`src/design/sqvs_pkg.sv`:
```
`default_nettype none

package sqvs_pkg;

    // default rotation resolution, steps per turn
    localparam int ANGLE_STEPS_DEF = 4096;

    // configuration port
    localparam int CFG_AW = 3;
    localparam int CFG_DW = 14;
    localparam logic [CFG_AW-1:0] CFG_VP_W = 3'd0;
    localparam logic [CFG_AW-1:0] CFG_VP_H = 3'd1;
    localparam logic [CFG_AW-1:0] CFG_TX_W = 3'd2;
    localparam logic [CFG_AW-1:0] CFG_TX_H = 3'd3;

    localparam logic [CFG_DW-1:0] VP_W_RST = 14'd1280;
    localparam logic [CFG_DW-1:0] VP_H_RST = 14'd720;
    localparam logic [CFG_DW-1:0] TX_W_RST = 14'd256;
    localparam logic [CFG_DW-1:0] TX_H_RST = 14'd256;

    // pipeline depths of the angle front end
    localparam int PH_LAT = 2;
    localparam int SC_LAT = 4;

    // divider geometry: biased numerator, denominator, remainder, quotient
    localparam int NUM_W = 41;
    localparam int DEN_W = 20;
    localparam int REM_W = 38;
    localparam int QUO_W = 18;

    // quarter sine polynomial in q14
    localparam logic [14:0] ONE_Q14 = 15'd16384;
    localparam logic [15:0] QUARTER = 16'h4000;
    localparam logic [14:0] SIN_C1  = 15'd25736;
    localparam logic [13:0] SIN_C2  = 14'd10512;
    localparam logic [10:0] SIN_C3  = 11'd1160;

    localparam logic signed [15:0] S16_MAX = 16'sh7fff;
    localparam logic signed [15:0] S16_MIN = 16'sh8000;

    typedef struct packed {
        logic signed [15:0] dest_x;
        logic signed [15:0] dest_y;
        logic [14:0]        dest_w;
        logic [14:0]        dest_h;
        logic [11:0]        angle;
        logic               use_src;
        logic signed [15:0] src_x;
        logic signed [15:0] src_y;
        logic [14:0]        src_w;
        logic [14:0]        src_h;
        logic [31:0]        color;
    } t_item;

    typedef struct packed {
        t_item      item;
        logic [1:0] k;
    } t_tag;

    typedef struct packed {
        logic [1:0]  k;
        logic        use_src;
        logic [31:0] color;
    } t_otag;

    // clamp to signed 16 bits
    function automatic logic signed [15:0] sat16(input logic signed [19:0] v);
        if (v > 20'sd32767) begin
            sat16 = S16_MAX;
        end else if (v < -20'sd32768) begin
            sat16 = S16_MIN;
        end else begin
            sat16 = v[15:0];
        end
    endfunction

    // a size of zero counts as one
    function automatic logic [CFG_DW-1:0] size_of(input logic [CFG_DW-1:0] r);
        size_of = (r == '0) ? CFG_DW'(1) : r;
    endfunction

endpackage

`default_nettype wire

```
`src/design/sqvs_div.sv`:
```
`default_nettype none

module sqvs_div (
    input  logic                                i_clk,
    input  logic                                i_rst_n,
    input  logic                                i_vld,
    input  logic signed [sqvs_pkg::NUM_W-1:0]   i_num,
    input  logic [sqvs_pkg::DEN_W-1:0]          i_den,
    output logic                                o_vld,
    output logic signed [sqvs_pkg::QUO_W-1:0]   o_quo,
    output logic                                o_lo,
    output logic                                o_hi
);
    import sqvs_pkg::*;

    logic             r_vld [0:QUO_W];
    logic             r_lo  [0:QUO_W];
    logic             r_hi  [0:QUO_W];
    logic [QUO_W-1:0] r_quo [0:QUO_W];
    logic [REM_W-1:0] r_rem [0:QUO_W-1];
    logic [DEN_W-1:0] r_den [0:QUO_W-1];
    logic             w_lo;
    logic             w_hi;
    logic [NUM_W-1:0] w_top;

    // out of range on either side goes straight to saturation
    assign w_top = {{(NUM_W-DEN_W-QUO_W){1'b0}}, i_den, {QUO_W{1'b0}}};
    assign w_lo  = i_num[NUM_W-1];
    assign w_hi  = !w_lo && ($unsigned(i_num) >= w_top);

    always_ff @(posedge i_clk) begin
        if (!i_rst_n) begin
            r_vld[0] <= 1'b0;
        end else begin
            r_vld[0] <= i_vld;
        end
    end

    always_ff @(posedge i_clk) begin
        r_lo[0]  <= w_lo;
        r_hi[0]  <= w_hi;
        r_quo[0] <= '0;
        r_rem[0] <= i_num[REM_W-1:0];
        r_den[0] <= i_den;
    end

    // one quotient bit per stage, msb first
    for (genvar s = 1; s <= QUO_W; s++) begin : g_stage
        localparam int B = QUO_W - s;
        logic [REM_W-1:0] w_sh;
        logic             w_ge;

        assign w_sh = {{(REM_W-DEN_W){1'b0}}, r_den[s-1]} << B;
        assign w_ge = r_rem[s-1] >= w_sh;

        always_ff @(posedge i_clk) begin
            if (!i_rst_n) begin
                r_vld[s] <= 1'b0;
            end else begin
                r_vld[s] <= r_vld[s-1];
            end
        end

        always_ff @(posedge i_clk) begin
            r_lo[s]  <= r_lo[s-1];
            r_hi[s]  <= r_hi[s-1];
            r_quo[s] <= r_quo[s-1] | (QUO_W'(w_ge) << B);
        end

        if (s < QUO_W) begin : g_keep
            always_ff @(posedge i_clk) begin
                r_rem[s] <= w_ge ? r_rem[s-1] - w_sh : r_rem[s-1];
                r_den[s] <= r_den[s-1];
            end
        end
    end

    // remove the bias of half the quotient range
    assign o_vld = r_vld[QUO_W];
    assign o_quo = {~r_quo[QUO_W][QUO_W-1], r_quo[QUO_W][QUO_W-2:0]};
    assign o_lo  = r_lo[QUO_W];
    assign o_hi  = r_hi[QUO_W];

endmodule

`default_nettype wire

```
`config.mk`:
```
export PLATFORM = sky130hd
export DESIGN_NAME = sqvs_div
export DESIGN_NICKNAME = d
export VERILOG_FILES = /design/src/design/sqvs_pkg.sv /design/src/design/sqvs_div.sv
export SDC_FILE = /design/constraint.sdc
export NUM_CORES = 2
export LEC_CHECK = 0
export BUFFER_PORTS_ARGS = -buffer_cell sky130_fd_sc_hd__buf_2
export CELL_PAD_IN_SITES_DETAIL_PLACEMENT = 0
export CELL_PAD_IN_SITES_GLOBAL_PLACEMENT = 1
export CORE_MARGIN = 1
export CORE_UTILIZATION = 49
export DETAILED_ROUTE_END_ITERATION = 7
export PLACE_DENSITY = 0.89
export SLEW_MARGIN = 40
export SYNTH_ARGS = -nofsm -noshare
export SYNTH_HDL_FRONTEND = slang
export SYNTH_SLANG_ARGS = --single-unit
```
`constraint.sdc`:
```
create_clock -name i_clk -period 3.99 [get_ports i_clk]
set_input_delay 1.197 -clock i_clk [delete_from_list [all_inputs] [get_ports i_clk]]
set_output_delay 1.197 -clock i_clk [all_outputs]
set_load 0.05 [all_outputs]
```
==> flow_summary.yaml <==
placement:
  place.port_buffers: 84
  dp_hpwl_um: 88300
  place_area_um2: 53800
  dp.cells: 6752
  place_congestion: 0.916
yosys:
  synth_top_family_by_area: "compound AO/OA/AOI/OAI gates"
  yosysSeqAreaShare: 0.492
  synth.distinct_cells: 91
  yosys_warnings: 0
  async_flop_share: 0
  synth-seq-cells: 1272
  synth_simple_gate_area_frac: 0.135
  synth_xor_area_frac: 0.0669
  synth_nets: 5821
  synthCells: 5360
  syn_avg_cell_area_um2: 9.65
  synth_edf_count: 0
  synth_compound_area_frac: 0.150
  syn-cell-area_um2: 51700
  synth_mux_area_frac: 0.0121
  synth_fa_ha_area_frac: 0.0985
  ys.flop_type: "dfxtp_1"
run_status:
  status: "finished clean"
routing:
  drtIter0Drc: 2244
  ant_nets: 0
  drcViolationCount: 0
  vias_per_cell: 5.32
  first_pass_iters: 6
  routedWlPerCell_um: 16.3
  vias: 37100
  wl_um: 114000
sta:
  finalCritPeriodShare: 0.914
  holdWs_ps: 301
  worst_pin_slew_ps: 847
  clock_skew_ps: 43.6
  max_slew_margin: 0.428
  finalMaxSlewViolations: 0
  rsz0062_at_grt: "false"
  tns_ps: 0
  period_needed_ps: 3650
  fmax_mhz: 274
  setup_viol: 0
  finalHoldViolCount: 0
cts:
  postCtsSetupRepairBufs: 0
  cts_made_buffers: 130
  cts-root-buf: "clkbuf_16"
  cts_resized: 0
  htreeDepth: 4
  ctsHoldBuffers: 0
  tritoncts: "built"
  cts_buffer_depth: 3
  cts.sinks: 1272
  clock_latency_ps: 740
  path_clk_slew_ps: 60
cells_and_area:
  num-fill-cells: 9113
  final-seq-area_um2: 25500
  fin_area_um2: 58400
  drive_gt1_frac: 0.0794
  stdcell_count: 6986
  nets: 5965
  area_delta_synth_final_pct: 12.8
  multiInputGateArea_um2: 24000
die:
  die-area_um2: 107000
  start_util: 0.497
  die_h_um: 327
  die_w_um: 327
  io_pins: 85
  core_area_um2: 104000
  rows: 118
grt:
  grt_pass1_wl_um: 183000
  grt_overflow: 0
  grt_antenna_before_repair: 3
  grt.total_usage: 0.211
  grt_pass1_vias: 36100
  grt_max_degree: 42
power_and_ir_drop:
  ir_drop_mv: 0.490
  p_total_mw: 49.0
  p_sw_frac: 0.357
  p_per_area_nw_per_um2: 839
  clkPwrFrac: 0.257
  switching_power_mw: 17.5
  p_seq_frac: 0.377
  total_leakage_power_nw: 25.7
  comb_power_share: 0.366
  intPower_mw: 31.5
worst_hold_path:
  hp-class: "flip-flop to flip-flop"
worst_setup_path:
  cp.arrival_ps: 4320
  cp_data_required_time_ps: 4660
  critPathMaxFanout: 7
  end_kind: "flip-flop"
  worstSetupPathType: "flip-flop to flip-flop"
  start_kind: "flip-flop"
job:
  maxCapViolCount: 0
==> cells by family (layout without fill, tap and decap cells) <==
kind of cell,count (synthesis),after routing
compound gates,1236,1236
mux,56,56
fa+ha+maj,397,397
buf+inv,595,840
xor+xnor,395,395
flops,1272,1272
simple gates,1409,1409
other cells,0,1
==> power by group through the flow <==
stage	registers [mW]	logic (mW)	clock network, mW
floorplan	17.6	14.2	0
global placement	18.7	17.4	0
detailed placement	18.7	17.6	0
CTS	18.5	17.8	12.9
global route	18.7	20.1	13.4
finish	18.5	17.9	12.6
==> placed cells by master, fill, tap and decap left out, drive strengths merged, types with 34 or more instances in the layout <==
master / n
and2: 40
o211ai: 34
nor2b: 56
a211oi: 46
clkbuf: 173
o21ai: 368
inv: 492
a21o: 118
mux2: 51
nand2b: 67
nand4: 46
a31oi: 37
o21a: 67
nand3: 88
nand2: 418
nor3: 101
xor2: 189
xnor2: 206
ha: 380
nor2: 324
nor4: 82
dfxtp: 1272
a21oi: 322
buf: 122
o31ai: 41
==> per-layer routing <==
metal | global-route usage | vias to the layer above | wire length [um]
li1 | - | 18900 | -
met4 | 0.0731 | 2 | 3260
met3 | 0.0323 | 231 | 4400
met2 | 0.373 | 720 | 56000
met5 | 0 | - | 12
met1 | 0.261 | 17300 | 50500
==> state kept, by name, indices dropped and copies added (netlist names) <==
register  cells
r_den       360
r_vld        19
r_quo       171
r_lo         19
r_hi         19
r_rem       684
==> synth_stat cells, drive strengths merged (9+ instances only) <==
| master | count | area, um2 |
|---|---|---|
| a31oi | 37 | 231 |
| nand2 | 418 | 1570 |
| xor2 | 189 | 1660 |
| o31ai | 41 | 313 |
| o311ai | 9 | 78.8 |
| dfxtp | 1272 | 25500 |
| nor3 | 101 | 516 |
| buf | 36 | 220 |
| o2111ai | 13 | 114 |
| a21o | 118 | 886 |
| o21ai | 368 | 1840 |
| nor2b | 56 | 350 |
| o41ai | 9 | 86.3 |
| inv | 484 | 1820 |
| xnor2 | 206 | 1800 |
| o21bai | 33 | 248 |
| nand4 | 46 | 288 |
| a211o | 17 | 149 |
| nand3b | 12 | 90.1 |
| o31a | 26 | 228 |
| nand4b | 17 | 149 |
| clkbuf | 74 | 278 |
| a31o | 12 | 105 |
| ha | 380 | 4750 |
| a2111oi | 16 | 148 |
| or4 | 22 | 169 |
| or3 | 31 | 199 |
| nor2 | 324 | 1220 |
| fa | 17 | 340 |
| o21a | 67 | 503 |
| a21oi | 322 | 1610 |
| a211oi | 46 | 350 |
| and3 | 26 | 163 |
| nor3b | 10 | 85.1 |
| and4 | 13 | 114 |
| nand2b | 67 | 419 |
| nand3 | 88 | 440 |
| nor4 | 82 | 532 |
| o211ai | 34 | 255 |
| nor4b | 18 | 158 |
| or2 | 24 | 150 |
| mux2 | 51 | 574 |
| and2 | 40 | 250 |
==> area by class of cell <==
cell class | count | area share
diodes | 1 | 0.0000429
inverters | 485 | 0.0312
multi-input cells | 3493 | 0.412
repair buffers | 122 | 0.0123
well taps | 1380 | 0.0296
clock buffers | 173 | 0.0625
clock inverters | 60 | 0.0162
flip-flops and latches | 1272 | 0.436
==> metrics by stage <==
| step | util | setup slack [ps] |
|---|---|---|
| after floorplan | - | 761 |
| after global placement | 0.516 | 413 |
| after detailed placement | 0.516 | 366 |
| after CTS | 0.561 | 334 |
| after global routing | 0.561 | 95.1 |
| final | 0.561 | 343 |
==> worst paths after layout <==
kind	slack, ps	cells after the start	end	start
worst max-delay path	340	11	r_rem[10][35]	r_den[9][19]
worst min-delay path	300	0	r_quo[14][7]	r_quo[13][7]
worst max register to register	340	11	r_rem[10][35]	r_den[9][19]
worst min register to register	300	0	r_quo[14][7]	r_quo[13][7]
==> worst max-delay path, stage by stage, from the launching register on <==
cell and delay [ps]:
dfxtp_1 350, inv_1 50, ha_1 420, nand3_1 170, or3_1 450, nor4_1 530
nor4_1 130, o311a_1 170, or4_1 460, or4_1 460, a211oi_2 240, xor2_1 150
No activity file was read; power rests on OpenSTA's default activity.
