[src/design/sqvs_pkg.sv]
`default_nettype none

package sqvs_pkg;

    // default rotation resolution, steps per turn
    localparam int ANGLE_STEPS_DEF = 4096;

    // configuration port
    localparam int CFG_AW = 3;
    localparam int CFG_DW = 14;
    localparam logic [CFG_AW-1:0] CFG_VP_W = 3'd0;
    localparam logic [CFG_AW-1:0] CFG_VP_H = 3'd1;
    localparam logic [CFG_AW-1:0] CFG_TX_W = 3'd2;
    localparam logic [CFG_AW-1:0] CFG_TX_H = 3'd3;

    localparam logic [CFG_DW-1:0] VP_W_RST = 14'd1280;
    localparam logic [CFG_DW-1:0] VP_H_RST = 14'd720;
    localparam logic [CFG_DW-1:0] TX_W_RST = 14'd256;
    localparam logic [CFG_DW-1:0] TX_H_RST = 14'd256;

    // pipeline depths of the angle front end
    localparam int PH_LAT = 2;
    localparam int SC_LAT = 4;

    // divider geometry: biased numerator, denominator, remainder, quotient
    localparam int NUM_W = 41;
    localparam int DEN_W = 20;
    localparam int REM_W = 38;
    localparam int QUO_W = 18;

    // quarter sine polynomial in q14
    localparam logic [14:0] ONE_Q14 = 15'd16384;
    localparam logic [15:0] QUARTER = 16'h4000;
    localparam logic [14:0] SIN_C1  = 15'd25736;
    localparam logic [13:0] SIN_C2  = 14'd10512;
    localparam logic [10:0] SIN_C3  = 11'd1160;

    localparam logic signed [15:0] S16_MAX = 16'sh7fff;
    localparam logic signed [15:0] S16_MIN = 16'sh8000;

    typedef struct packed {
        logic signed [15:0] dest_x;
        logic signed [15:0] dest_y;
        logic [14:0]        dest_w;
        logic [14:0]        dest_h;
        logic [11:0]        angle;
        logic               use_src;
        logic signed [15:0] src_x;
        logic signed [15:0] src_y;
        logic [14:0]        src_w;
        logic [14:0]        src_h;
        logic [31:0]        color;
    } t_item;

    typedef struct packed {
        t_item      item;
        logic [1:0] k;
    } t_tag;

    typedef struct packed {
        logic [1:0]  k;
        logic        use_src;
        logic [31:0] color;
    } t_otag;

    // clamp to signed 16 bits
    function automatic logic signed [15:0] sat16(input logic signed [19:0] v);
        if (v > 20'sd32767) begin
            sat16 = S16_MAX;
        end else if (v < -20'sd32768) begin
            sat16 = S16_MIN;
        end else begin
            sat16 = v[15:0];
        end
    endfunction

    // a size of zero counts as one
    function automatic logic [CFG_DW-1:0] size_of(input logic [CFG_DW-1:0] r);
        size_of = (r == '0) ? CFG_DW'(1) : r;
    endfunction

endpackage

`default_nettype wire

[src/design/sqvs_sincos.sv]
`default_nettype none

module sqvs_sincos (
    input  logic               i_clk,
    input  logic               i_rst_n,
    input  logic               i_vld,
    input  logic [15:0]        i_ph,
    output logic               o_vld,
    output logic signed [15:0] o_sin,
    output logic signed [15:0] o_cos
);
    import sqvs_pkg::*;

    logic               r_vld [0:SC_LAT-1];
    logic signed [15:0] r_res [0:1];

    // valid line
    always_ff @(posedge i_clk) begin
        if (!i_rst_n) begin
            for (int i = 0; i < SC_LAT; i++) begin
                r_vld[i] <= 1'b0;
            end
        end else begin
            r_vld[0] <= i_vld;
            for (int i = 1; i < SC_LAT; i++) begin
                r_vld[i] <= r_vld[i-1];
            end
        end
    end

    // lane 0 sine, lane 1 cosine a quarter turn ahead
    for (genvar l = 0; l < 2; l++) begin : g_lane
        logic [15:0] w_ph;
        logic [14:0] w_z;
        logic [29:0] w_zz;
        logic [24:0] w_m1;
        logic [13:0] w_t1;
        logic [28:0] w_m2;
        logic [14:0] w_t2;
        logic [29:0] w_m3;
        logic [15:0] w_p;
        logic [14:0] w_pc;
        logic [14:0] r_z1, r_z2, r_z3;
        logic [14:0] r_q1, r_q2;
        logic [13:0] r_t1;
        logic [14:0] r_t2;
        logic        r_n1, r_n2, r_n3;

        assign w_ph = (l == 0) ? i_ph : i_ph + QUARTER;
        // odd quadrants run backwards
        assign w_z  = w_ph[14] ? ONE_Q14 - {1'b0, w_ph[13:0]} : {1'b0, w_ph[13:0]};
        assign w_zz = 30'(w_z) * 30'(w_z);
        assign w_m1 = 25'(SIN_C3) * 25'(r_q1);
        assign w_t1 = SIN_C2 - 14'(w_m1[24:14]);
        assign w_m2 = 29'(r_t1) * 29'(r_q2);
        assign w_t2 = SIN_C1 - 15'(w_m2[28:14]);
        assign w_m3 = 30'(r_z3) * 30'(r_t2);
        assign w_p  = w_m3[29:14];
        // clamp so the quadrant ends hit one exactly
        assign w_pc = (w_p > 16'(ONE_Q14)) ? ONE_Q14 : w_p[14:0];

        always_ff @(posedge i_clk) begin
            r_z1 <= w_z;
            r_q1 <= w_zz[28:14];
            r_n1 <= w_ph[15];
            r_z2 <= r_z1;
            r_q2 <= r_q1;
            r_n2 <= r_n1;
            r_t1 <= w_t1;
            r_z3 <= r_z2;
            r_n3 <= r_n2;
            r_t2 <= w_t2;
            r_res[l] <= r_n3 ? -$signed({1'b0, w_pc}) : $signed({1'b0, w_pc});
        end
    end

    assign o_vld = r_vld[SC_LAT-1];
    assign o_sin = r_res[0];
    assign o_cos = r_res[1];

endmodule

`default_nettype wire

[config.mk]
export PLATFORM = sky130hd
export DESIGN_NAME = sqvs_sincos
export DESIGN_NICKNAME = d
export VERILOG_FILES = /design/src/design/sqvs_pkg.sv /design/src/design/sqvs_sincos.sv
export SDC_FILE = /design/constraint.sdc
export NUM_CORES = 2
export LEC_CHECK = 0
export ABC_AREA = 1
export BUFFER_PORTS_ARGS = -buffer_cell sky130_fd_sc_hd__buf_2
export CORE_ASPECT_RATIO = 0.9
export CORE_MARGIN = 2
export CORE_UTILIZATION = 40
export CTS_CLUSTER_DIAMETER = 50
export DETAILED_ROUTE_END_ITERATION = 16
export GPL_TIMING_DRIVEN = 0
export MAX_ROUTING_LAYER = met4
export PLACE_DENSITY = 0.53
export SLEW_MARGIN = 25
export SYNTH_ARGS = -nofsm -noshare
export SYNTH_HDL_FRONTEND = slang
export SYNTH_SLANG_ARGS = --single-unit
[constraint.sdc]
create_clock -name i_clk -period 23 [get_ports i_clk]
set_clock_uncertainty 0.1 [all_clocks]
set_input_delay 1.15 -clock i_clk [delete_from_list [all_inputs] [get_ports i_clk]]
set_output_delay 1.15 -clock i_clk [all_outputs]
set_load 0.05 [all_outputs]
==> results of run 1 <==
[stage by stage]
stage / worst slack, ns / utilization, % / hold slack [ns]
5_1_grt: 12.27 / 43.1 / 0.208
3_5_place_dp: 12.30 / 42.1 / 0.212
3_3_place_gp: 12.43 / 42.1 / 0.210
4_1_cts: 12.93 / 43.1 / 0.199
2_1_floorplan: 14.67 / - / 0.210
[routing by layer]
metal	track usage (%)
met1	29.3
met2	32.9
met5	-
met4	3.38
met3	2.97
[synth_stat cells, types with 12 or more instances]
library cell	instances	area (µm²)
sky130_fd_sc_hd__o21ai_1	23	115
sky130_fd_sc_hd__a21o_1	20	150
sky130_fd_sc_hd__xnor2_1	61	534
sky130_fd_sc_hd__clkinv_1	12	45.0
sky130_fd_sc_hd__fa_1	896	17900
sky130_fd_sc_hd__nor2_1	333	1250
sky130_fd_sc_hd__xor2_1	104	911
sky130_fd_sc_hd__nand3_1	135	676
sky130_fd_sc_hd__inv_2	16	60.1
sky130_fd_sc_hd__o21bai_1	23	173
sky130_fd_sc_hd__ha_1	655	8200
sky130_fd_sc_hd__a31oi_1	13	81.3
sky130_fd_sc_hd__dfxtp_1	243	4860
sky130_fd_sc_hd__nand2_2	18	113
sky130_fd_sc_hd__a21oi_1	173	866
sky130_fd_sc_hd__inv_1	1820	6830
sky130_fd_sc_hd__clkbuf_1	128	480
sky130_fd_sc_hd__nand4_1	31	194
sky130_fd_sc_hd__o21ai_0	86	430
sky130_fd_sc_hd__nand2_1	1540	5780
sky130_fd_sc_hd__nor3_1	38	190
[logic make-up after synthesis]
family	after synthesis	share of synthesized area [%]
adders and majority gates	1551	51.4
DFF	243	9.58
xor gates and xnor gates	168	2.94
buffers and inverters	1989	14.8
other	2	0.0148
AOI/OAI and AO/OA	387	4.40
and+or+nand+nor	2141	16.8
==> impl_metrics.tcl, run 1 <==
set metrics [dict create \
    ios 52 \
    chipHeight_um 342 \
    buffer_ports.inserted 50 \
    floorplan.initialDensity_pct 40.2 \
    post_cts_hold_buffer_count 0 \
    numClockSinks 243 \
    synth-edff-count 0 \
    place_hpwl_um 110000 \
    synth_seq_area_share_pct 9.58 \
    cts.root.buffer_cell "sky130_fd_sc_hd__clkbuf_16" \
    ctsResizeCount 0 \
    synthesis.instances 6481 \
    cts_buffers 35 \
    ys.warnings.count 0 \
    std_cell_rows 124 \
    routabilityCongestion 0.907 \
    grt_first_pass_wirelength_um 213000 \
    maximum_number_of_pins_on_one_net_before_global_route_repair 15 \
    yosys_most_used_dff "sky130_fd_sc_hd__dfxtp_1" \
    ys_seq_elements 243 \
    synth.lib_cells_used.distinct 57 \
    failed_stage "5_2_route" \
    antenna_found_initial 14 \
    die_x_um 380 \
    outcome "did not finish" \
    syn_area_um2 50800 \
    error "[ERROR DRT-0255] Maze Route cannot find path of net i_clk in worker of routeBox ( 338100 0 ) ( 379650 48300 )." \
    clock_path_buffers 3 \
    dp_cells 8250 \
    number_of_h_tree_levels 2 \
    grtUsageTotal_pct 21.0 \
    detailed_place.area_um2 53300 \
    synth-async-reset-ratio_pct 0 \
    globalRoute.totalOverflow 0 \
    grt_pass1_vias 40800 \
    postCtsSetupBuffers 0 \
    syn-mean-instance-area_um2 7.84 \
]
==> run 2: changes to the inputs <==
--- a/config.mk
+++ b/config.mk
@@ -7,14 +7,11 @@
 export LEC_CHECK = 0
 export ABC_AREA = 1
 export BUFFER_PORTS_ARGS = -buffer_cell sky130_fd_sc_hd__buf_2
-export CORE_ASPECT_RATIO = 0.9
 export CORE_MARGIN = 2
-export CORE_UTILIZATION = 40
-export CTS_CLUSTER_DIAMETER = 50
+export CORE_UTILIZATION = 25
 export DETAILED_ROUTE_END_ITERATION = 16
 export GPL_TIMING_DRIVEN = 0
-export MAX_ROUTING_LAYER = met4
-export PLACE_DENSITY = 0.53
+export PLACE_DENSITY_LB_ADDON = 0.15
 export SLEW_MARGIN = 25
 export SYNTH_ARGS = -nofsm -noshare
 export SYNTH_HDL_FRONTEND = slang
==> impl_metrics.tcl, run 2 <==
set metrics [dict create \
    crit_path_top_delay_cell "sky130_fd_sc_hd__o21ai_0" \
    largest_reg_flops 32 \
    setup_viol 0 \
    critPathRequiredTime_ns 23.35 \
    grt.met3_usage_pct 1.08 \
    layout.cells.most_common_list "sky130_fd_sc_hd__inv_1, sky130_fd_sc_hd__nand2_1, sky130_fd_sc_hd__fa_1" \
    drt_wl_total_um 142000 \
    maximum_number_of_pins_on_one_net_before_global_route_repair 14 \
    top_area_cells_in_the_synthesized_netlist "sky130_fd_sc_hd__fa_1, sky130_fd_sc_hd__ha_1, sky130_fd_sc_hd__inv_1, sky130_fd_sc_hd__nand2_1, sky130_fd_sc_hd__dfxtp_1" \
    cts_buffers 35 \
    clk-insertion-delay-late_ns 0.59 \
    globalRoute.totalOverflow 0 \
    tns_setup_ns 0 \
    grt_pass1_vias 41400 \
    post_cts_hold_buffer_count 0 \
    setup.worst_path.class "primary input to flip-flop" \
    area_growth_pct 9.53 \
    clk_pin_slew_ns 0.05 \
    drt-vias-per-instance 4.16 \
    worst_setup_path_end_kind "flip-flop" \
    ys.warnings.count 0 \
    ios 52 \
    grtUsageTotal_pct 14.2 \
    std_cell_rows 165 \
    yosysTopAreaCellShare_pct 35.3 \
    most_frequent_cell_on_the_critical_path "sky130_fd_sc_hd__inv_1" \
    avgRoutedWirePerCell_um 15.3 \
    max_slew_margin_pct 26.4 \
    syn_area_um2 50800 \
    slew_violations 0 \
    syn-mean-instance-area_um2 7.84 \
    crit_fanout 10 \
    synthesis.instances 6481 \
    routabilityCongestion 0.829 \
    numClockSinks 243 \
    cts_tree "done" \
    buffer_ports.inserted 50 \
    yosys.cell_count.top_type "sky130_fd_sc_hd__inv_1" \
    die_x_um 455 \
    timing_hold_violations_final 0 \
    ys_seq_elements 243 \
    tightestPinTransition_ns 1.10 \
    top_usage_layer "met2" \
    drt_iter0_drc 1589 \
    layout-drive-gt1-share_pct 2.95 \
    detail_route.first_pass.iterations 6 \
    mostFrequentLayoutCell "sky130_fd_sc_hd__inv_1" \
    yosys_most_used_dff "sky130_fd_sc_hd__dfxtp_1" \
    timing.final.crit_period_ns 10.45 \
    critPathArrivalTime_ns 10.80 \
    global_route.usage.met1_pct 20.2 \
    drv_cap 0 \
    synth_seq_area_share_pct 9.58 \
    synth-edff-count 0 \
    vias 38600 \
    postCtsSetupBuffers 0 \
    grtUsageMet2_pct 23.5 \
    min_delay_path_class "flip-flop to flip-flop" \
    number_of_h_tree_levels 2 \
    ctsResizeCount 0 \
    place_hpwl_um 124000 \
    floorplan.initialDensity_pct 25.1 \
    grt_first_pass_wirelength_um 231000 \
    layout.core_utilization_pct 27.5 \
    core_um2 202000 \
    start_kind "primary input" \
    remaining_antenna_violation_count 0 \
    setup_repair_after_global_routing_missed_its_margin "no" \
    clock_path_buffers 3 \
    max_freq_mhz 95.7 \
    synth_area_leader_cell "sky130_fd_sc_hd__fa_1" \
    cts.root.buffer_cell "sky130_fd_sc_hd__clkbuf_16" \
    synth-async-reset-ratio_pct 0 \
    design.die.area_um2 207000 \
    chipHeight_um 455 \
    slowest_delay_ns 0.69 \
    drc_violations 0 \
    register_name_with_the_most_flops "r_res" \
    outcome "finished clean" \
    synth.lib_cells_used.distinct 57 \
    netlist_top_cells_count "sky130_fd_sc_hd__inv_1, sky130_fd_sc_hd__nand2_1, sky130_fd_sc_hd__fa_1" \
    antenna_found_initial 14 \
    post-route-period-util_pct 45.4 \
    layout.nets 8156 \
]
## run 2: cell counts after synthesis
Identical to the previous run, type by type.
## run 2: worst max-delay path, delay by kind of cell
kind / cells / cell delay [ns]
adder cells (fa/ha/maj): 8 / 3.58
buffers and inverters: 12 / 2.52
AND/OR/NAND/NOR: 14 / 1.89
AO/OA/AOI/OAI: 3 / 1.31
XOR/XNOR: 2 / 0.33
## run 2: stage by stage
| step | area [µm²] | std cells | setup WS, ns | hold slack (ns) |
|---|---|---|---|---|
| final | 55600 | 9286 | 12.55 | 0.191 |
| after global routing | 55600 | 9286 | 12.00 | 0.189 |
| after CTS | 55600 | 9283 | 12.57 | 0.178 |
| after detailed placement | 54500 | 9221 | 11.97 | 0.212 |
| after global placement | 54500 | 9221 | 12.03 | 0.210 |
| after floorplan | 50900 | 6499 | 14.67 | 0.210 |
## run 2: final timing paths
path	startpoint	end	slack, ns	cells past startpoint
min	g_lane[0].r_z1[8]	g_lane[0].r_z2[8]	0.19	0
min reg2reg	g_lane[0].r_z1[8]	g_lane[0].r_z2[8]	0.19	0
max	i_ph[0]	g_lane[0].r_q1[12]	12.55	39
max reg2reg	g_lane[0].r_z3[13]	r_res[0][14]	15.33	33
## run 2: layout make-up
type	instances	area (µm²)
repair buffers	50	250
fillers	22200	146000
clock buffers	44	951
inverters	1848	6940
flip-flops and latches	243	4860
diodes	3	7.51
clock inverters	18	211
plain buffers	141	574
well taps	2672	3340
multi-input cells	4267	38500
## run 2: routing by layer
| metal | up-vias | part of all wire [%] |
|---|---|---|
| met2 | 510 | 46 |
| met3 | 109 | 2.6 |
| met4 | 0 | 1.8 |
| met1 | 18800 | 50 |
| met5 | - | 0 |
| li1 | 19100 | - |
## run 2: cells by family after synthesis
group                      share of synthesized area, %
AOI/OAI and AO/OA                                  4.40
and+or+nand+nor                                    16.8
DFF                                                9.58
buffers and inverters                              14.8
adders and majority gates                          51.4
other                                            0.0148
xor gates and xnor gates                           2.94
Power of run 2 is left out: the tool's default activity adds up to more than one toggle a clock period on the data nets, which glitch-free logic cannot reach.
