--- config.mk ---
export PLATFORM = sky130hd
export DESIGN_NAME = sqvs_phase
export DESIGN_NICKNAME = d
export VERILOG_FILES = /design/src/design/sqvs_pkg.sv /design/src/design/sqvs_phase.sv
export SDC_FILE = /design/constraint.sdc
export NUM_CORES = 1
export LEC_CHECK = 0
export ABC_AREA = 1
export CAP_MARGIN = 20
export CORE_MARGIN = 1
export CORE_UTILIZATION = 38
export DETAILED_ROUTE_END_ITERATION = 10
export DONT_BUFFER_PORTS = 1
export GPL_TIMING_DRIVEN = 0
export PLACE_DENSITY = 0.62
export SYNTH_ARGS = -nofsm -noshare
export SYNTH_HDL_FRONTEND = slang
export SYNTH_SLANG_ARGS = --single-unit
--- constraint.sdc ---
create_clock -name i_clk -period 0.8 [get_ports i_clk]
set_input_delay 0.12 -clock i_clk [delete_from_list [all_inputs] [get_ports i_clk]]
set_output_delay 0.12 -clock i_clk [all_outputs]
set_load 0.05 [all_outputs]
--- src/design/sqvs_pkg.sv ---
`default_nettype none

package sqvs_pkg;

    // default rotation resolution, steps per turn
    localparam int ANGLE_STEPS_DEF = 4096;

    // configuration port
    localparam int CFG_AW = 3;
    localparam int CFG_DW = 14;
    localparam logic [CFG_AW-1:0] CFG_VP_W = 3'd0;
    localparam logic [CFG_AW-1:0] CFG_VP_H = 3'd1;
    localparam logic [CFG_AW-1:0] CFG_TX_W = 3'd2;
    localparam logic [CFG_AW-1:0] CFG_TX_H = 3'd3;

    localparam logic [CFG_DW-1:0] VP_W_RST = 14'd1280;
    localparam logic [CFG_DW-1:0] VP_H_RST = 14'd720;
    localparam logic [CFG_DW-1:0] TX_W_RST = 14'd256;
    localparam logic [CFG_DW-1:0] TX_H_RST = 14'd256;

    // pipeline depths of the angle front end
    localparam int PH_LAT = 2;
    localparam int SC_LAT = 4;

    // divider geometry: biased numerator, denominator, remainder, quotient
    localparam int NUM_W = 41;
    localparam int DEN_W = 20;
    localparam int REM_W = 38;
    localparam int QUO_W = 18;

    // quarter sine polynomial in q14
    localparam logic [14:0] ONE_Q14 = 15'd16384;
    localparam logic [15:0] QUARTER = 16'h4000;
    localparam logic [14:0] SIN_C1  = 15'd25736;
    localparam logic [13:0] SIN_C2  = 14'd10512;
    localparam logic [10:0] SIN_C3  = 11'd1160;

    localparam logic signed [15:0] S16_MAX = 16'sh7fff;
    localparam logic signed [15:0] S16_MIN = 16'sh8000;

    typedef struct packed {
        logic signed [15:0] dest_x;
        logic signed [15:0] dest_y;
        logic [14:0]        dest_w;
        logic [14:0]        dest_h;
        logic [11:0]        angle;
        logic               use_src;
        logic signed [15:0] src_x;
        logic signed [15:0] src_y;
        logic [14:0]        src_w;
        logic [14:0]        src_h;
        logic [31:0]        color;
    } t_item;

    typedef struct packed {
        t_item      item;
        logic [1:0] k;
    } t_tag;

    typedef struct packed {
        logic [1:0]  k;
        logic        use_src;
        logic [31:0] color;
    } t_otag;

    // clamp to signed 16 bits
    function automatic logic signed [15:0] sat16(input logic signed [19:0] v);
        if (v > 20'sd32767) begin
            sat16 = S16_MAX;
        end else if (v < -20'sd32768) begin
            sat16 = S16_MIN;
        end else begin
            sat16 = v[15:0];
        end
    endfunction

    // a size of zero counts as one
    function automatic logic [CFG_DW-1:0] size_of(input logic [CFG_DW-1:0] r);
        size_of = (r == '0) ? CFG_DW'(1) : r;
    endfunction

endpackage

`default_nettype wire

--- src/design/sqvs_phase.sv ---
`default_nettype none

module sqvs_phase #(
    parameter int ANGLE_STEPS = sqvs_pkg::ANGLE_STEPS_DEF
) (
    input  logic        i_clk,
    input  logic        i_rst_n,
    input  logic        i_vld,
    input  logic [11:0] i_angle,
    output logic        o_vld,
    output logic [15:0] o_ph
);
    import sqvs_pkg::*;

    localparam logic [16:0] STEPS = 17'(ANGLE_STEPS);
    localparam logic [32:0] RECIP = 33'((64'd1 << 32) / ANGLE_STEPS);

    logic        r_vld [0:PH_LAT-1];
    logic [11:0] r_ang;
    logic [15:0] r_q0;
    logic [15:0] r_ph;
    logic [19:0] w_a;
    logic [44:0] w_mul;
    logic [32:0] w_prod;
    logic [33:0] w_rem;

    // wrap the angle into one turn, quotient is at most fifteen
    always_comb begin
        w_a = {8'd0, i_angle};
        for (int j = 3; j >= 0; j--) begin
            if (w_a >= (20'(STEPS) << j)) begin
                w_a = w_a - (20'(STEPS) << j);
            end
        end
        w_mul = 45'(w_a[11:0]) * 45'(RECIP);
    end

    // estimate may be one short, fix with the remainder
    assign w_prod = 33'(r_q0) * 33'(STEPS);
    assign w_rem  = 34'({r_ang, 16'd0}) - 34'(w_prod);

    always_ff @(posedge i_clk) begin
        if (!i_rst_n) begin
            r_vld[0] <= 1'b0;
            r_vld[1] <= 1'b0;
        end else begin
            r_vld[0] <= i_vld;
            r_vld[1] <= r_vld[0];
        end
    end

    always_ff @(posedge i_clk) begin
        r_ang <= w_a[11:0];
        r_q0  <= w_mul[31:16];
        r_ph  <= (w_rem >= 34'(STEPS)) ? r_q0 + 16'd1 : r_q0;
    end

    assign o_vld = r_vld[PH_LAT-1];
    assign o_ph  = r_ph;

endmodule

`default_nettype wire

==> out/results.ini, run 1 <==
[synth]
synth.distinct_cells = 5
synth_seq_cells = 26
synthArstFlopShare_pct = 0
yosys-top-cells-area = dfxtp_1, buf_4, inv_1
synth-main-ff-cell = dfxtp_1
synth_most_common_cell = dfxtp_1
ys_seq_area_share_pct = 91.4
synthTopCellsByCount = dfxtp_1, buf_4, inv_1, nand2_1, conb_1
syn_area_per_cell_um2 = 16.3
synth-edff-count = 0
synth_area_um2 = 569
syn_inst = 35
synth_area_leader_cell = dfxtp_1
synth_top_area_share_pct = 91.4
ys.warnings.count = 0

[timing]
slew_viol_final = 0
hold_viol_final = 0
fmax_mhz = 1160
whs_ns = 0.332
fin_skew_ns = 0.000947
finalSetupTns_ns = -0.779
worst_slack_ns = -0.0632
rsz0062_at_grt = yes
setup_viol = 13
timing.final.crit_share_pct = 108
period_minus_slack_ns = 0.863

[clocking]
cts_tree = done
htree_levels = 1
clkTransAtPathRegs_ns = 0.11
root_buffer = clkbuf_4
clock-sinks = 26
numCtsBuffers = 3
worstSkewPairLatency_ns = 0.29
clockBufferDepth = 2

[power_and_ir_drop]
power_leakage_nw = 0.351
power_density_nw_per_um2 = 2560
peakVddDrop_mv = 1.21

[cells_and_area]
fin_cells = 70
area.growth.synth_to_final_pct = 42.4
multi_input_area_um2 = 22.5
design_area_um2 = 811
antenna_cells_inserted = 0
final_layout_size_suffix_gt1_share_pct = 36.4
finalNetCount = 72
fillers = 113
seq_area_um2 = 569

[floorplanning]
io_pins = 32
core-area_um2 = 1350
die_y_um = 40.7
rows = 13
dieArea_um2 = 1660
die_w_um = 40.7
start_util_pct = 42.2

[detailed_routing]
drc_errors = 0
via_per_inst = 3.79
topRoutingLayerUsed = met3
met1_length_um = 227
routed_wl_um = 679
met2_length_um = 407
drt_pre_antenna_iters = 2
drt_iter0_drc = 2
final_antenna_net_count = 0
wire_per_inst_um = 9.70
wl_met3_um = 45
num_vias = 265

[setup_path]
cp.arrival_ns = 0.74
critical_path_class = register to primary output
critical_path_peak_fanout = 1
cp-start-kind = register
worst_setup_path_end_kind = primary output
cp_data_required_time_ns = 0.68

[status]
status = finished, violations left
violations = negative setup slack

[grt]
grt_max_degree = 14
grt_pass1_wl_um = 931
grt_overflow = 0
grt_pass1_vias = 248
grt_use_total_pct = 9.93
antenna_found_initial = 0

[placed_design]
place_inst = 53
post-place-ws_ns = 0.0773
portBuffers = 0
dpl.hpwl_um = 419
placed_area_um2 = 599
place_congestion = 0.517

[min_path]
hp-class = register to register

[run]
maxCapViolCount = 0

==> metal layers <==
| layer | GRT usage, % | up-vias |
|---|---|---|
| met2 | 17.5 | 14 |
| met1 | 7.43 | 114 |
| met3 | 4.89 | 0 |
| met5 | 0 | - |
| met4 | 10.0 | 0 |
| li1 | - | 137 |
==> metrics by stage <==
step | power (mW) | util, %
after global placement | 1.59 | 44.4
after global routing | 2.19 | 60.1
final | 2.08 | 60.1
after floorplan | 1.59 | -
after detailed placement | 1.59 | 44.4
after CTS | 2.10 | 60.1
==> power breakdown <==
group	switching [mW]	total [mW]	internal, mW
Sequential	0.138	1.49	1.35
Clock	0.302	0.477	0.175
Combinational	0.0543	0.114	0.0601
Total	0.494	2.08	1.58
==> layout by cell type, fill, tap and decap left out <==
master          n
buf_4           4
clkbuf_4        3
inv_1           2
dfxtp_4        13
conb_1          4
nand2_1         2
dfxtp_1        13
dlygate4sd3_1  14
==> area by class of cell <==
| type | instances | area share (%) |
|---|---|---|
| inverter | 2 | 0.926 |
| clock buffer | 3 | 2.78 |
| tap | 15 | 2.31 |
| sequential | 26 | 70.2 |
| multi-input combinational | 6 | 2.78 |
| timing repair buffer | 14 | 17.3 |
| buffer | 4 | 3.70 |
==> what timing repair did <==
action,4_1_cts,5_1_grt
hold buffers,14,0
endpoints found under the setup margin,13,13
gates cloned,0,0
gates resized for setup,26,0
buffers inserted,0,0
endpoints found under the hold margin,14,0
==> final timing paths <==
| path | from | endpoint | slack (ns) | cells after the start |
|---|---|---|---|---|
| max | o_ph[8] | o_ph[8] | -0.06 | 0 |
| min | r_q0[10] | o_ph[10] | 0.33 | 0 |
| max reg2reg | r_vld[0][0] | r_vld[0][1] | 0.31 | 2 |
| min reg2reg | r_q0[10] | o_ph[10] | 0.33 | 0 |
==> cells by family (layout without fill, tap and decap cells) <==
| family | after synthesis | in the layout | share of synthesized area (%) |
|---|---|---|---|
| DFF | 26 | 26 | 91.4 |
| and+or+nand+nor | 2 | 2 | 1.32 |
| other | 1 | 4 | 0.659 |
| buffers and inverters | 6 | 23 | 6.59 |
==> state kept, by name, indices dropped and copies added (netlist names) <==
| name | flops |
|---|---|
| r_vld | 2 |
| r_q0 | 12 |
| o_ph | 12 |
(Power assumes the default switching activity.)
==> inputs of run 2 (changes only) <==
--- a/config.mk
+++ b/config.mk
@@ -5,7 +5,7 @@
 export SDC_FILE = /design/constraint.sdc
 export NUM_CORES = 1
 export LEC_CHECK = 0
-export ABC_AREA = 1
+export ABC_AREA = 0
 export CAP_MARGIN = 20
 export CORE_MARGIN = 1
 export CORE_UTILIZATION = 38
==> run 2 against run 1 <==
The run still ends with negative setup slack left. Sequential power barely moved. Register-to-register slack got worse by 0.07 ns. Core utilization rose by 0.83 points. Largest power group unchanged. Highest routed layer is now met4.
==> out/results.ini, run 2 <==
[synth]
ys.warnings.count = 0  ; unchanged
synthTopCellsByCount = dfxtp_1, buf_4, and2_1
synth_top_area_share_pct = 91.8  ; +0.40 points
synth-edff-count = 0  ; unchanged
synth_area_leader_cell = dfxtp_1
yosys.area_share.simple_pct = 2.21  ; +0.89 points
yosys.area_share.adder_pct = 0  ; unchanged
synth_top_family_by_area = buffers and inverters
synth_seq_cells = 26  ; unchanged
synth_area_um2 = 567  ; -0.44%
synth_most_common_cell = dfxtp_1
syn_inst = 33  ; -5.7%
muxShareOfSynthArea_pct = 0  ; unchanged
ys_seq_area_share_pct = 91.8  ; +0.40 points
synth.distinct_cells = 4  ; -1
synthArstFlopShare_pct = 0  ; unchanged
synth-main-ff-cell = dfxtp_1
yosys-top-cells-area = dfxtp_1, buf_4, and2_1
synth-xor-area-share_pct = 0  ; unchanged
synth_compound_area_share_pct = 0  ; unchanged
syn_area_per_cell_um2 = 17.2  ; +5.6%

[setup_path]
cp-start-kind = register
cp.arrival_ns = 0.76  ; +0.02 ns
critical_path_peak_fanout = 1  ; unchanged
r2r_cells = 1  ; -1
crit_cells = 0  ; unchanged
worst_setup_path_end_kind = primary output
r2r-end = r_vld[0][1]
critical_path_class = register to primary output
cp_data_required_time_ns = 0.68  ; about the same
r2r_slack_ns = 0.24  ; -0.07 ns
reg2reg_from = r_vld[0][0]

[cells_and_area]
utilization_pct = 60.9  ; +0.83 points
seq_area_um2 = 569  ; unchanged
final_layout_size_suffix_gt1_share_pct = 38.9  ; +2.5 points
antenna_cells_inserted = 0  ; unchanged
multi_input_area_um2 = 27.5  ; +22%
finalNetCount = 70  ; -2.8%
fillers = 100  ; -12%
area.growth.synth_to_final_pct = 45.0
layout_common_cells = dlygate4sd3_1, dfxtp_4, dfxtp_1
mostFrequentLayoutCell = dlygate4sd3_1

[placed_design]
portBuffers = 0  ; unchanged
place_congestion = 0.547  ; +5.8%
post-place-ws_ns = 0.0749  ; -0.00246 ns

[grt]
grt_pass1_wl_um = 1060  ; +14%
antenna_found_initial = 0  ; unchanged
grt_use_total_pct = 11.3  ; +1.4 points
grt_overflow = 0  ; unchanged
grt_max_degree = 15  ; +1
grt_pass1_vias = 235  ; -5.2%

[power_and_ir_drop]
peakVddDrop_mv = 1.00  ; -17%
power_leakage_nw = 0.344  ; -2.2%
power_density_nw_per_um2 = 2680  ; +4.6%

[detailed_routing]
drc_errors = 0  ; unchanged
drt_iter0_drc = 1  ; -1
wire_per_inst_um = 11.8  ; +21%
num_vias = 274  ; +3.4%
routed_wl_um = 813  ; +20%
via_per_inst = 3.97  ; +4.9%
final_antenna_net_count = 0  ; unchanged
drt_pre_antenna_iters = 2  ; unchanged

[timing]
period_minus_slack_ns = 0.879  ; +0.0157 ns
setup_viol = 13  ; unchanged
fin_skew_ns = 0.00348  ; +0.00254 ns
slew_viol_final = 0  ; unchanged
timing.final.crit_share_pct = 110  ; +2.0 points
worst_slack_ns = -0.0789  ; -0.0157 ns
hold_viol_final = 0  ; unchanged
rsz0062_at_grt = yes
fmax_mhz = 1140  ; -1.8%

[status]
status = finished, violations left
violations = negative setup slack

[run]
maxCapViolCount = 0  ; unchanged

[min_path]
timing.hold.worst_endpoint = o_ph[10]
whs_path_depth = 0  ; unchanged
hold_start = r_q0[10]
hp-class = register to register

[clocking]
numCtsBuffers = 3  ; unchanged
cts_tree = done
worstSkewPairLatency_ns = 0.30  ; about the same
clkTransAtPathRegs_ns = 0.12  ; about the same
postCtsSetupBuffers = 0  ; unchanged
root_buffer = clkbuf_4
clockBufferDepth = 2  ; unchanged
clock-sinks = 26  ; unchanged
htree_levels = 1  ; unchanged

[floorplanning]
core-area_um2 = 1350  ; unchanged
rows = 13  ; unchanged
dieArea_um2 = 1650  ; -0.42%
io_pins = 32  ; unchanged
start_util_pct = 42.0  ; -0.19 points
die_y_um = 40.6  ; -0.21%
die_w_um = 40.6  ; -0.21%

## run 2: cell types whose count changed in the layout (fill, tap and decap cells not counted), sizes merged
cell | previous run | this run
inv | 2 | 0
and2 | 0 | 2
nand2 | 2 | 0
clkbuf | 3 | 4
## run 2: worst max path at each step
| stage | from | to | slack [ns] |
|---|---|---|---|
| CTS | o_ph[6] | o_ph[6] | -0.07 |
| global route | r_vld[0][1] | o_vld | -0.12 |
| floorplan | o_ph[10] | o_ph[10] | 0.09 |
| global placement | o_ph[11] | o_ph[11] | 0.08 |
| detailed placement | o_ph[6] | o_ph[6] | 0.07 |
| finish | r_vld[0][1] | o_vld | -0.08 |
## run 2: through the flow
| step | cells | instance area, um2 | total power, mW | TNS, ns | hold slack (ns) |
|---|---|---|---|---|---|
| CTS | 69 | 822 | 2.20 | -0.914 | 0.335 |
| finish | 69 | 822 | 2.20 | -0.914 | 0.334 |
| detailed placement | 51 | 597 | 1.59 | 0 | 0.148 |
| global route | 69 | 822 | 2.31 | -1.48 | 0.335 |
| global placement | 51 | 597 | 1.59 | 0 | 0.148 |
| floorplan | 36 | 578 | 1.59 | 0 | 0.148 |
## run 2: power by group
group          switching, mW  internal, mW
Sequential             0.141          1.35
Combinational         0.0543        0.0608
Clock                  0.323         0.277
## run 2: kinds of logic after synthesis
family,Yosys count
other cells,1
buf+inv,4
flops,26
simple gates,2
## run 2: final cells by class
class	count	share of cell area [%]
tap	15	2.28
buffer	4	3.65
timing repair buffer	14	17.0
multi-input combinational	6	3.35
sequential	26	69.3
clock buffer	4	4.41
## run 2: what timing repair did
| action | in CTS | in global routing |
|---|---|---|
| hold buffers | 14 | 0 |
| endpoints found under the setup margin | 13 | 13 |
| resized for setup | 26 | 0 |
| hold endpoints to repair | 14 | 0 |
## run 2: per-layer routing
metal | vias up | global-route usage, % | wire length [um]
li1 | 133 | - | -
met1 | 127 | 10.9 | 286
met2 | 12 | 18.3 | 476
met3 | 2 | 4.89 | 37
met4 | 0 | 10.0 | 12
met5 | - | 0 | 0
==> inputs of run 3 (changes only) <==
--- a/config.mk
+++ b/config.mk
@@ -12,7 +12,9 @@
 export DETAILED_ROUTE_END_ITERATION = 10
 export DONT_BUFFER_PORTS = 1
 export GPL_TIMING_DRIVEN = 0
-export PLACE_DENSITY = 0.62
+export PLACE_DENSITY = 0.6
+export RECOVER_POWER = 50
+export SLEW_MARGIN = 40
 export SYNTH_ARGS = -nofsm -noshare
 export SYNTH_HDL_FRONTEND = slang
 export SYNTH_SLANG_ARGS = --single-unit
==> constraint.sdc (replaced) <==
create_clock -name i_clk -period 1.1 [get_ports i_clk]
set_input_delay 0.165 -clock i_clk [delete_from_list [all_inputs] [get_ports i_clk]]
set_output_delay 0.165 -clock i_clk [all_outputs]
set_load 0.05 [all_outputs]
==> run 3 against run 2 <==
The flow now finishes without violations. Clock power decreased by 41%. Sequential power is 26% lower. Wire length fell by 4.3%. Final area down 5.6%. Hold slack improved by 0.0042 ns. Setup slack improved by 0.21 ns. Power shrank 30%. Die area unchanged. Register-to-register slack gained 0.32 ns. Non-clock buffer count unchanged. Critical endpoint unchanged. First-iteration DRC count shrank 100%. Sequential share of layout area down 0.061 points. Largest cell class unchanged.
==> out/results.ini, run 3 (same netlist as run 2, synthesis figures left out) <==
[setup_path]
cp_data_required_time_ns = 0.94  ; +0.26 ns
worst_setup_path_end_kind = primary output
critical_path_peak_fanout = 1  ; unchanged
cp.arrival_ns = 0.80  ; +0.04 ns
critical_path_class = register to primary output
cp-start-kind = register
r2r_slack_ns = 0.56  ; +0.32 ns

[timing]
timing.final.crit_share_pct = 87.8
fmax_mhz = 1030
hold_viol_final = 0  ; unchanged
slew_viol_final = 0  ; unchanged
period_minus_slack_ns = 0.966
rsz0062_at_grt = no
fin_skew_ns = 0.00201  ; -0.00147 ns
finalSetupTns_ns = 0  ; +0.914 ns
setup_viol = 0  ; -13

[status]
status = complete, no violations

[clocking]
clock-sinks = 26  ; unchanged
clkTransAtPathRegs_ns = 0.12  ; about the same
numCtsBuffers = 3  ; unchanged
worstSkewPairLatency_ns = 0.29  ; about the same
htree_levels = 1  ; unchanged
root_buffer = clkbuf_4
postCtsSetupBuffers = 0  ; unchanged
clockBufferDepth = 2  ; unchanged
cts_tree = done

[grt]
busiest_layer = met2
grt_util_met1_pct = 9.52  ; -1.4 points
grt_util_met2_pct = 17.9  ; -0.40 points
grt_max_degree = 14  ; -1
grt_pass1_wl_um = 1010  ; -5.2%
use_met3_pct = 4.89  ; unchanged
grt_use_total_pct = 10.4  ; -0.92 points
grt_pass1_vias = 251  ; +6.8%
grt_overflow = 0  ; unchanged
antenna_found_initial = 0  ; unchanged

[cells_and_area]
area.growth.synth_to_final_pct = 36.9
mostFrequentLayoutCell = dlygate4sd3_1
design_area_um2 = 776  ; -5.6%
finalNetCount = 70  ; unchanged
fillers = 114  ; +14%
final_layout_size_suffix_gt1_share_pct = 37.7  ; -1.2 points
antenna_cells_inserted = 0  ; unchanged
utilization_pct = 57.5  ; -3.4 points
layout_common_cells = dlygate4sd3_1, dfxtp_2, dfxtp_1

[min_path]
hp-class = register to register

[power_and_ir_drop]
power_frac_seq_pct = 71.5  ; +4.0 points
peakVddDrop_mv = 0.717  ; -29%
p_int_mw = 1.17  ; -31%
p_comb_share_pct = 5.4  ; +0.2 points
switching_share_pct = 24.0  ; +0.51 points
p_sw_mw = 0.369  ; -29%
power_density_nw_per_um2 = 1980  ; -26%
pwr-share-clk_pct = 23.1  ; -4.1 points
power_leakage_nw = 0.332  ; -3.4%

[detailed_routing]
drt_pre_antenna_iters = 1  ; -1
final_antenna_net_count = 0  ; unchanged
drc_errors = 0  ; unchanged
drt_iter0_drc = 0  ; -1
num_vias = 268  ; -2.2%
routed_wl_um = 778  ; -4.3%
wire_per_inst_um = 11.4  ; -2.9%
via_per_inst = 3.94  ; -0.75%

[floorplanning]
rows = 13  ; unchanged
io_pins = 32  ; unchanged
die_w_um = 40.6  ; unchanged
start_util_pct = 42.0  ; unchanged
dieArea_um2 = 1650  ; unchanged
die_y_um = 40.6  ; unchanged
core-area_um2 = 1350  ; unchanged

[placed_design]
portBuffers = 0  ; unchanged
place_congestion = 0.518  ; -5.2%
placed_area_um2 = 597  ; unchanged

[run]
maxCapViolCount = 0  ; unchanged

## run 3: changes by cell type in the layout (fill, tap and decap cells not counted)
cell / change
clkbuf_8: -1
dfxtp_2: +13
dfxtp_4: -13
## run 3: power by group through the flow
stage	registers, mW	clock network, mW	logic [mW]
finish	1.10	0.356	0.0829
global route	1.11	0.414	0.0889
CTS	1.10	0.362	0.0817
detailed placement	1.12	0	0.0428
global placement	1.11	0	0.0429
floorplan	1.11	0	0.0427
## run 3: cell type report
type	count	area [um2]	area share, %
timing repair buffer	14	140	18.1
tap	15	18.8	2.42
sequential	26	537	69.2
buffer	4	30.0	3.87
clock buffer	3	22.5	2.90
multi-input combinational	6	27.5	3.55
## run 3: routing by layer
layer / routed length (um) / up-vias / part of all wire (%)
met5: 0 / - / 0
met1: 253 / 122 / 33
met4: 0 / 0 / 0
met2: 475 / 16 / 61
met3: 50 / 0 / 6.4
li1: - / 130 / -
## run 3: worst paths after layout
check / start / end / cells after the start
setup / recovery: r_vld[0][1] / o_vld / 0
hold / removal: r_q0[8] / o_ph[8] / 0
setup reg to reg: r_vld[0][0] / r_vld[0][1] / 1
hold reg to reg: r_q0[8] / o_ph[8] / 0
## run 3: repair_timing
action,in CTS,in global routing
hold endpoints to repair,14,0
pin swaps,0,0
hold buffers,14,0
endpoints found under the setup margin,7,6
gates resized for setup,7,6
gates cloned,0,0
## run 3: metrics by stage
stage	total power, mW	instances	hold WS, ns	setup slack (ns)
floorplan	1.15	36	0.193	0.348
detailed placement	1.16	51	0.193	0.329
finish	1.54	68	0.338	0.134
global placement	1.16	51	0.193	0.335
global route	1.61	68	0.345	0.0898
CTS	1.54	68	0.339	0.00102
